## config.mk

```make
export PLATFORM = sky130hd
export DESIGN_NAME = hdlc_bit_unstuffer_core
export DESIGN_NICKNAME = d
export VERILOG_FILES = /design/src/sv/hdlc_bu_pkg.sv /design/src/sv/hdlc_bit_unstuffer_core.sv /design/src/sv/hdlc_bu_scan.sv /design/src/sv/hdlc_bu_packer.sv
export VERILOG_INCLUDE_DIRS = /design/src /design/src/sv
export SDC_FILE = /design/constraint.sdc
export NUM_CORES = 1
export LEC_CHECK = 0
export BUFFER_PORTS_ARGS = -buffer_cell sky130_fd_sc_hd__buf_2
export CORE_AREA = 2 2 104 96
export DETAILED_ROUTE_END_ITERATION = 16
export DIE_AREA = 0 0 106 98
export PLACE_DENSITY = 0.77
export SLEW_MARGIN = 20
export SYNTH_ARGS = -nofsm -noshare
export SYNTH_HDL_FRONTEND = slang
export SYNTH_HIERARCHICAL = 1
export SYNTH_SLANG_ARGS = --single-unit
```

## constraint.sdc

```tcl
create_clock -name aclk -period 13 [get_ports aclk]
set_clock_uncertainty 0.1 [all_clocks]
set_input_delay 0.65 -clock aclk [delete_from_list [all_inputs] [get_ports aclk]]
set_output_delay 0.65 -clock aclk [all_outputs]
set_load 0.02 [all_outputs]
```

## src/sv/hdlc_bit_unstuffer_core_macros.svh

```systemverilog
// Assertion helpers for the HDLC bit unstuffer.
// Both sample on aclk and are held off while aresetn is low.
`ifndef HDLC_BIT_UNSTUFFER_CORE_MACROS_SVH
`define HDLC_BIT_UNSTUFFER_CORE_MACROS_SVH

// Same-cycle implication.
`define HBU_ASSERT_IMPL(label, ante, cons, msg) \
    label: assert property (@(posedge aclk) disable iff (!aresetn) (ante) |-> (cons)) \
        else $error(msg);

// Next-cycle implication.
`define HBU_ASSERT_NEXT(label, ante, cons, msg) \
    label: assert property (@(posedge aclk) disable iff (!aresetn) (ante) |=> (cons)) \
        else $error(msg);

`endif

```

## src/sv/hdlc_bu_pkg.sv

```systemverilog
package hdlc_bu_pkg;

    // Run-count codes that change how a bit is treated
    localparam logic [2:0] RUN_STUFF = 3'd5;
    localparam logic [2:0] RUN_SIX   = 3'd6;

    // Input request payload
    typedef struct packed {
        logic       frame_start;
        logic [7:0] in_byte;
    } hdlc_bu_in_t;

    // Result request payload
    typedef struct packed {
        logic       byte_valid;
        logic [7:0] out_byte;
        logic       flag_seen;
        logic       abort_seen;
    } hdlc_bu_out_t;

    // Decoder state as seen by the current byte (frame_start already applied)
    typedef struct packed {
        logic       aborted;
        logic [2:0] ones_run;
    } hdlc_bu_state_t;

    // Per-byte scan result
    typedef struct packed {
        logic [7:0] data;
        logic [3:0] ndata;
        logic       flag;
        logic       abrt;
        logic [2:0] run;
    } hdlc_bu_scan_t;

endpackage

```

## src/sv/hdlc_bit_unstuffer_core.sv

```systemverilog
// HDLC receive bit unstuffer.
// Input channel s_valid/s_ready/s_data carries one stuffed byte per request,
// earliest bit in bit 0, plus a frame_start bit that clears the run count,
// the bit packer and the abort state before that byte is decoded.
// Result channel m_valid/m_ready/m_data returns exactly one request per
// input request: byte_valid/out_byte when eight data bits have gathered,
// flag_seen when a flag completed within the byte, abort_seen after seven
// ones (sticky until the next frame_start).
// A request taken into the input register is decoded by the bit walk and
// packer into the result register once that register is free or draining.
// Throughput is one byte per cycle while the receiver does not stall; the
// run-count and carry registers close their loop through combinational decode logic.
// When the receiver stalls, the result register holds and the input
// register keeps taking one more request; after that s_ready drops until
// the result is taken.
// Reset (aresetn low, synchronous) empties both registers and clears the
// decode state; no request is lost or repeated across a stall.
module hdlc_bit_unstuffer_core (
    input  logic                      aclk,
    input  logic                      aresetn,
    input  logic                      s_valid,
    output logic                      s_ready,
    input  hdlc_bu_pkg::hdlc_bu_in_t  s_data,
    output logic                      m_valid,
    input  logic                      m_ready,
    output hdlc_bu_pkg::hdlc_bu_out_t m_data
);

    `include "hdlc_bit_unstuffer_core_macros.svh"

    logic                        in_valid_reg;
    hdlc_bu_pkg::hdlc_bu_in_t    in_data_reg;
    logic                        m_valid_reg;
    hdlc_bu_pkg::hdlc_bu_out_t   m_data_reg;

    logic                        advance;
    hdlc_bu_pkg::hdlc_bu_state_t st;
    hdlc_bu_pkg::hdlc_bu_scan_t  scan;
    hdlc_bu_pkg::hdlc_bu_out_t   result;

    // Decode when a byte is held and the result slot is free or draining
    assign advance = in_valid_reg && (!m_valid_reg || m_ready);
    assign s_ready = !in_valid_reg || advance;
    assign m_valid = m_valid_reg;
    assign m_data  = m_data_reg;

    // Input register
    always_ff @(posedge aclk) begin
        if (!aresetn) begin
            in_valid_reg <= 1'b0;
        end else if (s_ready) begin
            in_valid_reg <= s_valid;
        end
    end

    always_ff @(posedge aclk) begin
        if (s_valid && s_ready) begin
            in_data_reg <= s_data;
        end
    end

    // Bit walk
    hdlc_bu_scan u_scan (
        .in_byte (in_data_reg.in_byte),
        .run_in  (st.ones_run),
        .scan    (scan)
    );

    // Packer and decode state
    hdlc_bu_packer u_packer (
        .aclk        (aclk),
        .aresetn     (aresetn),
        .advance     (advance),
        .frame_start (in_data_reg.frame_start),
        .scan        (scan),
        .st          (st),
        .result      (result)
    );

    // Result register
    always_ff @(posedge aclk) begin
        if (!aresetn) begin
            m_valid_reg <= 1'b0;
        end else if (advance) begin
            m_valid_reg <= 1'b1;
        end else if (m_ready) begin
            m_valid_reg <= 1'b0;
        end
    end

    always_ff @(posedge aclk) begin
        if (advance) begin
            m_data_reg <= result;
        end
    end

    // Checks
    `HBU_ASSERT_IMPL(a_run_range, 1'b1, st.ones_run <= hdlc_bu_pkg::RUN_SIX, "run out of range")
    `HBU_ASSERT_IMPL(a_abort_no_byte, m_valid && m_data.abort_seen, !m_data.byte_valid,
        "byte emitted with abort")
    `HBU_ASSERT_IMPL(a_idle_byte_zero, m_valid && !m_data.byte_valid, m_data.out_byte == 8'd0,
        "out_byte nonzero without byte_valid")
    `HBU_ASSERT_NEXT(a_decode_fills, advance, m_valid, "decoded byte not presented")

endmodule

```

## src/sv/hdlc_bu_scan.sv

```systemverilog
module hdlc_bu_scan (
    input  logic [7:0]              in_byte,
    input  logic [2:0]              run_in,
    output hdlc_bu_pkg::hdlc_bu_scan_t scan
);

    // Walk the eight bits LSB first: drop stuff bits, spot flags and aborts
    always_comb begin
        logic [2:0] run;
        logic [7:0] data;
        logic [3:0] ndata;
        logic       flag;
        logic       stop;
        run   = (run_in > hdlc_bu_pkg::RUN_SIX) ? hdlc_bu_pkg::RUN_SIX : run_in;
        data  = 8'd0;
        ndata = 4'd0;
        flag  = 1'b0;
        stop  = 1'b0;
        for (int b = 0; b < 8; b++) begin
            if (!stop) begin
                if (run == hdlc_bu_pkg::RUN_STUFF) begin
                    run = in_byte[b] ? hdlc_bu_pkg::RUN_SIX : 3'd0;
                end else if (run == hdlc_bu_pkg::RUN_SIX) begin
                    if (!in_byte[b]) begin
                        flag = 1'b1;
                        run  = 3'd0;
                    end else begin
                        stop = 1'b1;
                    end
                end else begin
                    data[ndata[2:0]] = in_byte[b];
                    ndata            = ndata + 4'd1;
                    run              = in_byte[b] ? run + 3'd1 : 3'd0;
                end
            end
        end
        scan.data  = data;
        scan.ndata = ndata;
        scan.flag  = flag;
        scan.abrt  = stop;
        scan.run   = run;
    end

endmodule

```

## src/sv/hdlc_bu_packer.sv

```systemverilog
module hdlc_bu_packer (
    input  logic                         aclk,
    input  logic                         aresetn,
    input  logic                         advance,
    input  logic                         frame_start,
    input  hdlc_bu_pkg::hdlc_bu_scan_t   scan,
    output hdlc_bu_pkg::hdlc_bu_state_t  st,
    output hdlc_bu_pkg::hdlc_bu_out_t    result
);

    logic [2:0]  ones_run_reg,    ones_run_next;
    logic [6:0]  carry_bits_reg,  carry_bits_next;
    logic [2:0]  carry_count_reg, carry_count_next;
    logic        aborted_reg,     aborted_next;

    logic [6:0]  carry_eff;
    logic [2:0]  count_eff;
    logic [14:0] acc;
    logic [3:0]  total;

    // frame_start clears state ahead of this byte
    assign st.ones_run = frame_start ? 3'd0 : ones_run_reg;
    assign st.aborted  = frame_start ? 1'b0 : aborted_reg;
    assign carry_eff   = frame_start ? 7'd0 : carry_bits_reg;
    assign count_eff   = frame_start ? 3'd0 : carry_count_reg;

    // Append data bits behind the carry
    assign acc   = {8'd0, carry_eff} | ({7'd0, scan.data} << count_eff);
    assign total = {1'b0, count_eff} + scan.ndata;

    // Result and next state
    always_comb begin
        result           = '0;
        ones_run_next    = st.ones_run;
        carry_bits_next  = carry_eff;
        carry_count_next = count_eff;
        aborted_next     = st.aborted;
        if (st.aborted) begin
            result.abort_seen = 1'b1;
        end else if (scan.abrt) begin
            result.flag_seen  = scan.flag;
            result.abort_seen = 1'b1;
            aborted_next      = 1'b1;
            ones_run_next     = 3'd0;
            carry_bits_next   = 7'd0;
            carry_count_next  = 3'd0;
        end else begin
            result.flag_seen = scan.flag;
            ones_run_next    = scan.run;
            if (total[3]) begin
                result.byte_valid = 1'b1;
                result.out_byte   = acc[7:0];
                carry_bits_next   = acc[14:8];
            end else begin
                carry_bits_next   = acc[6:0];
            end
            carry_count_next = total[2:0];
        end
    end

    // State registers, updated once per processed byte
    always_ff @(posedge aclk) begin
        if (!aresetn) begin
            ones_run_reg    <= 3'd0;
            carry_bits_reg  <= 7'd0;
            carry_count_reg <= 3'd0;
            aborted_reg     <= 1'b0;
        end else if (advance) begin
            ones_run_reg    <= ones_run_next;
            carry_bits_reg  <= carry_bits_next;
            carry_count_reg <= carry_count_next;
            aborted_reg     <= aborted_next;
        end
    end

endmodule

```

==> Word level (Yosys, flattened, before mapping) <==
Index checks and enable logic that the tools add are counted.
{ "word_totals": {"reg_bits": 36, "in_bits": 13, "output_inout_bits": 13} }
{ "op_classes": {"n_addsub": 16, "magnitude_cmp": 15, "n_eq_ne": 16, "shifts": 1, "muxes": 193, "n_bitwise": 2, "n_reduce_logical": 16} }
{ "op_table": {"columns": ["op", "count"], "rows": [
  ["two-way mux 8 bit", 21],
  ["two-way mux 3 bit", 54],
  ["two-way mux 4 bit", 22],
  ["two-way mux 1 bit", 77],
  ["bitwise mux 8 bit", 7],
  ["equality test 3 bit (second input constant)", 16],
  ["adder 4 x 1 -> 4 bit (second input constant)", 7],
  ["< comparator 3 x 4 -> 1 bit (second input constant)", 7],
  ["two-way mux 7 bit", 4],
  ["adder 3 x 1 -> 3 bit (second input constant)", 8],
  ["demux 1 bit (select 3 bit)", 7],
  ["greater-or-equal comparator 3 x 1 -> 1 bit (second input constant)", 7],
  ["OR 7 x 15 -> 15 bit", 1],
  ["<< shifter 8 x 3 -> 15 bit", 1],
  ["logical AND 1 bit", 9],
  ["two-way mux 9 bit", 1],
  ["adder 3 x 4 -> 4 bit", 1],
  ["> comparator 3 bit (second input constant)", 1],
  ["OR reduction 3 bit", 1],
  ["logical NOT 1 bit", 2],
  ["logical OR 1 bit", 2],
  ["nonzero test 2 bit", 1],
  ["OR reduction 2 bit", 1],
  ["inverter 1 bit", 1]
]} }

==> Depth between registers and ports, before layout <==
{ "depth": {"ltp_word": 49, "ltp_mapped": 67, "mapped_depth_nobuf": 62} }

==> By module <==
The synthesis kept the hierarchy.
{ "by_module_without_submodules": {"columns": ["module", "n_inst", "cells_each", "area_per_inst_um2", "seq_area_each_um2"], "rows": [
  ["hdlc_bu_scan", 1, 417, 2971.6, 0.0],
  ["hdlc_bu_packer", 1, 171, 1358.8, 280.3],
  ["hdlc_bit_unstuffer_core", 1, 29, 704.4, 640.6]
]} }

==> Worst setup path after synthesis <==
OpenSTA, ideal clock, no wires.
{ "synth_path": {"path_kind": "reg2reg", "start": "reg in_data_reg[8] (netlist bit)", "end": "reg u_packer.carry_bits_reg[5]", "setup_time_ns": 0.122, "arrival_ns": 11.775, "t_required_ns": 12.778, "path_slack_ns": 1.003, "stages_incl_launch_ff": 65, "period_less_slack_ns": 11.997, "path_cell_list": "edfxtp_1 buf_4 clkbuf_1 nor2b_1 buf_2 a21bo_2 ha_1 buf_2 nand2_1 a21boi_0 o21ai_0 ha_1 clkbuf_1 nor2_1 a311oi_1 o21ai_0 a211oi_1 a21o_1 [... 29 more ...] o21ai_0 inv_1 ha_1 nor2_1 inv_1 nand2_1 a311o_2 o21ai_2 or3_1 buf_4 o211ai_2 xnor2_1 ha_1 and4b_1 a311oi_4 mux2i_1 nor3_1 a221o_1"} }
{ "synth_rtl": {"columns": ["element", "line", "text"], "rows": [
  ["from (decl)", "hdlc_bit_unstuffer_core.sv:32", "hdlc_bu_pkg::hdlc_bu_in_t in_data_reg;"],
  ["from (signal assigned)", "hdlc_bit_unstuffer_core.sv:58", "in_data_reg <= s_data;"],
  ["to (signal assigned)", "hdlc_bu_packer.sv:70", "carry_bits_reg <= carry_bits_next;"],
  ["to (decl)", "hdlc_bu_packer.sv:12", "logic [6:0] carry_bits_reg, carry_bits_next;"]
]} }

==> flow_metrics.env <==
export IMPL_status="complete, no violations"
export IMPL_critical_path_startpoint="in_data_reg[8]$_DFFE_PP_"
export IMPL_drtPass1Iterations=5
export IMPL_slew_violations=0
export IMPL_wl_per_cell_microns=16.7
export IMPL_finalSetupViolations=0
export IMPL_synth_compound_area_share_pct=26.9
export IMPL_synth_area_leaders="edfxtp_1 12%, ha_1 8.4%, dfxtp_1 6.4%, mux2i_1 6.4%, nand2_1 5.0%"
export IMPL_path_class="register to register"
export IMPL_grt_ovfl_total=0
export IMPL_async_flop_share_pct=0
export IMPL_fin_util_pct=57.6
export IMPL_rows=34
export IMPL_fin_crit_sh_pct=93.6
export IMPL_final_antenna_net_count=0
export IMPL_crit_required_ns=13.08
export IMPL_r2r_cells=57
export IMPL_worstHoldStart="u_packer/carry_bits_reg[4]$_SDFFE_PN0P_"
export IMPL_synthTopCellsByCount="67 x nand2_1, 49 x nor2_1, 34 x ha_1"
export IMPL_die_area_sq_mm=0.0104
export IMPL_slowest_stage="or4_1"
export IMPL_synth_area_sq_mm=0.00503
export IMPL_worstReg2RegStart="in_data_reg[8]$_DFFE_PP_"
export IMPL_cts_sinks=36
export IMPL_slowest_delay_ns=0.51
export IMPL_reg2reg_slack_ns=0.83
export IMPL_start_kind="register"
export IMPL_drive_gt1_share_pct=18.8
export IMPL_synth_top_area_share_pct=11.9
export IMPL_numCtsBuffers=5
export IMPL_start_util_pct=53.6
export IMPL_synthFlopType="edfxtp_1"
export IMPL_synth_area_per_cell_sq_um=8.16
export IMPL_timing_final_hold_violations=0
export IMPL_synth_largest_area_cell="edfxtp_1"
export IMPL_crit_fanout=11
export IMPL_yosys_warnings=6
export IMPL_postSynthCellCount=617
export IMPL_drc=0
export IMPL_clkTransAtPathRegs_ns=0.07
export IMPL_cts_tree="done"
export IMPL_r2r_end="u_packer/carry_bits_reg[1]$_SDFFE_PN0P_"
export IMPL_vias_per_cell=6.34
export IMPL_finalWirelength_microns=12600
export IMPL_yosysMostFrequentCell="nand2_1"
export IMPL_grt_pass1_vias=4469
export IMPL_dp_hpwl_microns=9740
export IMPL_area_growth_pct=7.58
export IMPL_cts_buffer_depth=2
export IMPL_grt_pass1_wl_microns=21100
export IMPL_min_path_type="register to register"
export IMPL_synth_simple_area_share_pct=25.5
export IMPL_peakVddDrop_mv=0.0491
export IMPL_slew_headroom_pct=40.2
export IMPL_core_area_sq_mm=0.00940
export IMPL_fp_dieW_microns=106
export IMPL_num_nets_final=675
export IMPL_maxCapViolations=0
export IMPL_ys_seq_elements=36
export IMPL_worstPathArrival_ns=12.25
export IMPL_clk_insertion_delay_late_ns=0.29
export IMPL_synth_mux_area_share_pct=10.7
export IMPL_antenna_cells=0
export IMPL_leakagePower_uw=0.00218
export IMPL_drtIter0Drc=383
export IMPL_boundaryPins=26
export IMPL_synth_distinct_cells=107
export IMPL_grtUsageTotal_pct=24.2
export IMPL_cp_end_kind="register"
export IMPL_gp_congestion=0.921
export IMPL_syn_nets=664
export IMPL_crit_top_cell="ha_1"
export IMPL_vias=4790
export IMPL_synth_edf_count=20
export IMPL_largest_reg_flops=11
export IMPL_synth_adder_area_share_pct=8.45
export IMPL_clockRootBuffer="clkbuf_8"
export IMPL_max_freq_mhz=82.2
export IMPL_antenna_found_initial=0
export IMPL_hold_depth=1
export IMPL_die_h_microns=98
export IMPL_final_setup_tns_ns=0
export IMPL_worst_pin_slew_ns=0.891
export IMPL_synth_yosys_seq_area_share_pct=18.3
export IMPL_endpoint="u_packer/carry_bits_reg[1]$_SDFFE_PN0P_"
export IMPL_h_tree_depth=2
export IMPL_cellPowerDensity_mw_per_mm2=80.4
export IMPL_synth_top_family_by_area="compound AO/OA/AOI/OAI gates"
export IMPL_numPortBuffers=25
export IMPL_synth_xor_area_share_pct=4.90
export IMPL_min_period_ns=12.17
export IMPL_grt_max_degree=22
-- cells by family (layout without fill, tap and decap cells) --
| group | after synthesis | count (layout) |
|---|---|---|
| AO/OA/AOI/OAI | 168 | 168 |
| XOR/XNOR | 23 | 23 |
| adder cells (fa/ha/maj) | 34 | 34 |
| buffers and inverters | 62 | 74 |
| flip-flops | 36 | 36 |
| multiplexers | 50 | 50 |
| AND/OR/NAND/NOR | 244 | 244 |
-- placed cells by master (no fill, tap or decap), types with 7 or more instances in the layout --
master    Yosys  routed
nand2_1      67      66
nor2_1       49      47
o22ai_1       8       8
mux2i_1      32      31
a31oi_1       7       7
edfxtp_1     20      20
xnor2_1      12      12
nor3_1       18      18
a21oi_1      31      28
nand3_1      20      20
and2_1        8       8
dfxtp_1      16      16
o21ai_0      18      17
ha_1         34      32
nor3b_1       7       7
buf_2         7      25
mux2_2        9       9
nand2b_1      9       9
nor2b_1      20      19
inv_1        31      31
o31ai_1       7       7
-- critical path: cells and delay by family, from the launching register on --
kind | cells | cell delay (ns)
and+or+nand+nor | 17 | 3.06
DFF | 1 | 0.43
buffers and inverters | 6 | 0.58
xor gates and xnor gates | 1 | 0.08
adders and majority gates | 9 | 2.37
AOI/OAI and AO/OA | 23 | 5.02
muxes | 1 | 0.42
-- routing by layer --
layer / share of wire (%) / vias up / global-route usage (%)
met5: 0 / - / 0
met4: 0.63 / 0 / 4.25
met3: 7.0 / 13 / 4.34
met2: 45 / 188 / 38.4
met1: 47 / 2276 / 34.9
li1: - / 2313 / -
-- per-stage QoR --
| stage | setup WS (ns) | hold WS, ns | cells | power, uW | instance area [sq um] |
|---|---|---|---|---|---|
| CTS | 0.167 | 0.378 | 754 | 429 | 5330 |
| floorplan | 1.00 | 0.328 | 617 | 303 | 5030 |
| finish | 0.830 | 0.382 | 755 | 436 | 5420 |
| global route | -0.0361 | 0.397 | 755 | 464 | 5420 |
| global placement | 0.284 | 0.357 | 746 | 337 | 5220 |
| detailed placement | -0.259 | 0.360 | 746 | 343 | 5220 |
-- timing repair --
action	4_1_cts	5_1_grt
buffers inserted	0	1
hold buffers	0	0
setup endpoints to repair	15	18
pin swaps	0	1
gates resized for setup	4	18
cloned	0	0
-- power by group --
part / switching [uW] / internal [uW] / total, uW
registers: 12.2 / 135 / 148
logic: 121 / 81.4 / 203
clock network: 42.3 / 43.1 / 85.4
-- worst min-delay path by stage --
| stage | endpoint | slack [ns] |
|---|---|---|
| after global placement | u_packer/carry_bits_reg[4]$_SDFFE_PN0P_ | 0.36 |
| after detailed placement | u_packer/carry_bits_reg[4]$_SDFFE_PN0P_ | 0.36 |
| after floorplan | u_packer/carry_bits_reg[4]$_SDFFE_PN0P_ | 0.33 |
| after global routing | u_packer/carry_bits_reg[4]$_SDFFE_PN0P_ | 0.40 |
| final | u_packer/carry_bits_reg[4]$_SDFFE_PN0P_ | 0.38 |
| after CTS | u_packer/carry_bits_reg[4]$_SDFFE_PN0P_ | 0.38 |
-- layout make-up --
cell class	instances	area, sq um
Fill cell	831	3990
Multi-Input combinational cell	519	3950
Sequential cell	36	921
Timing Repair Buffer	30	163
Tap cell	126	158
Inverter	36	135
Clock buffer	7	86.3
Clock inverter	1	7.51
(Power assumes the default switching activity.)
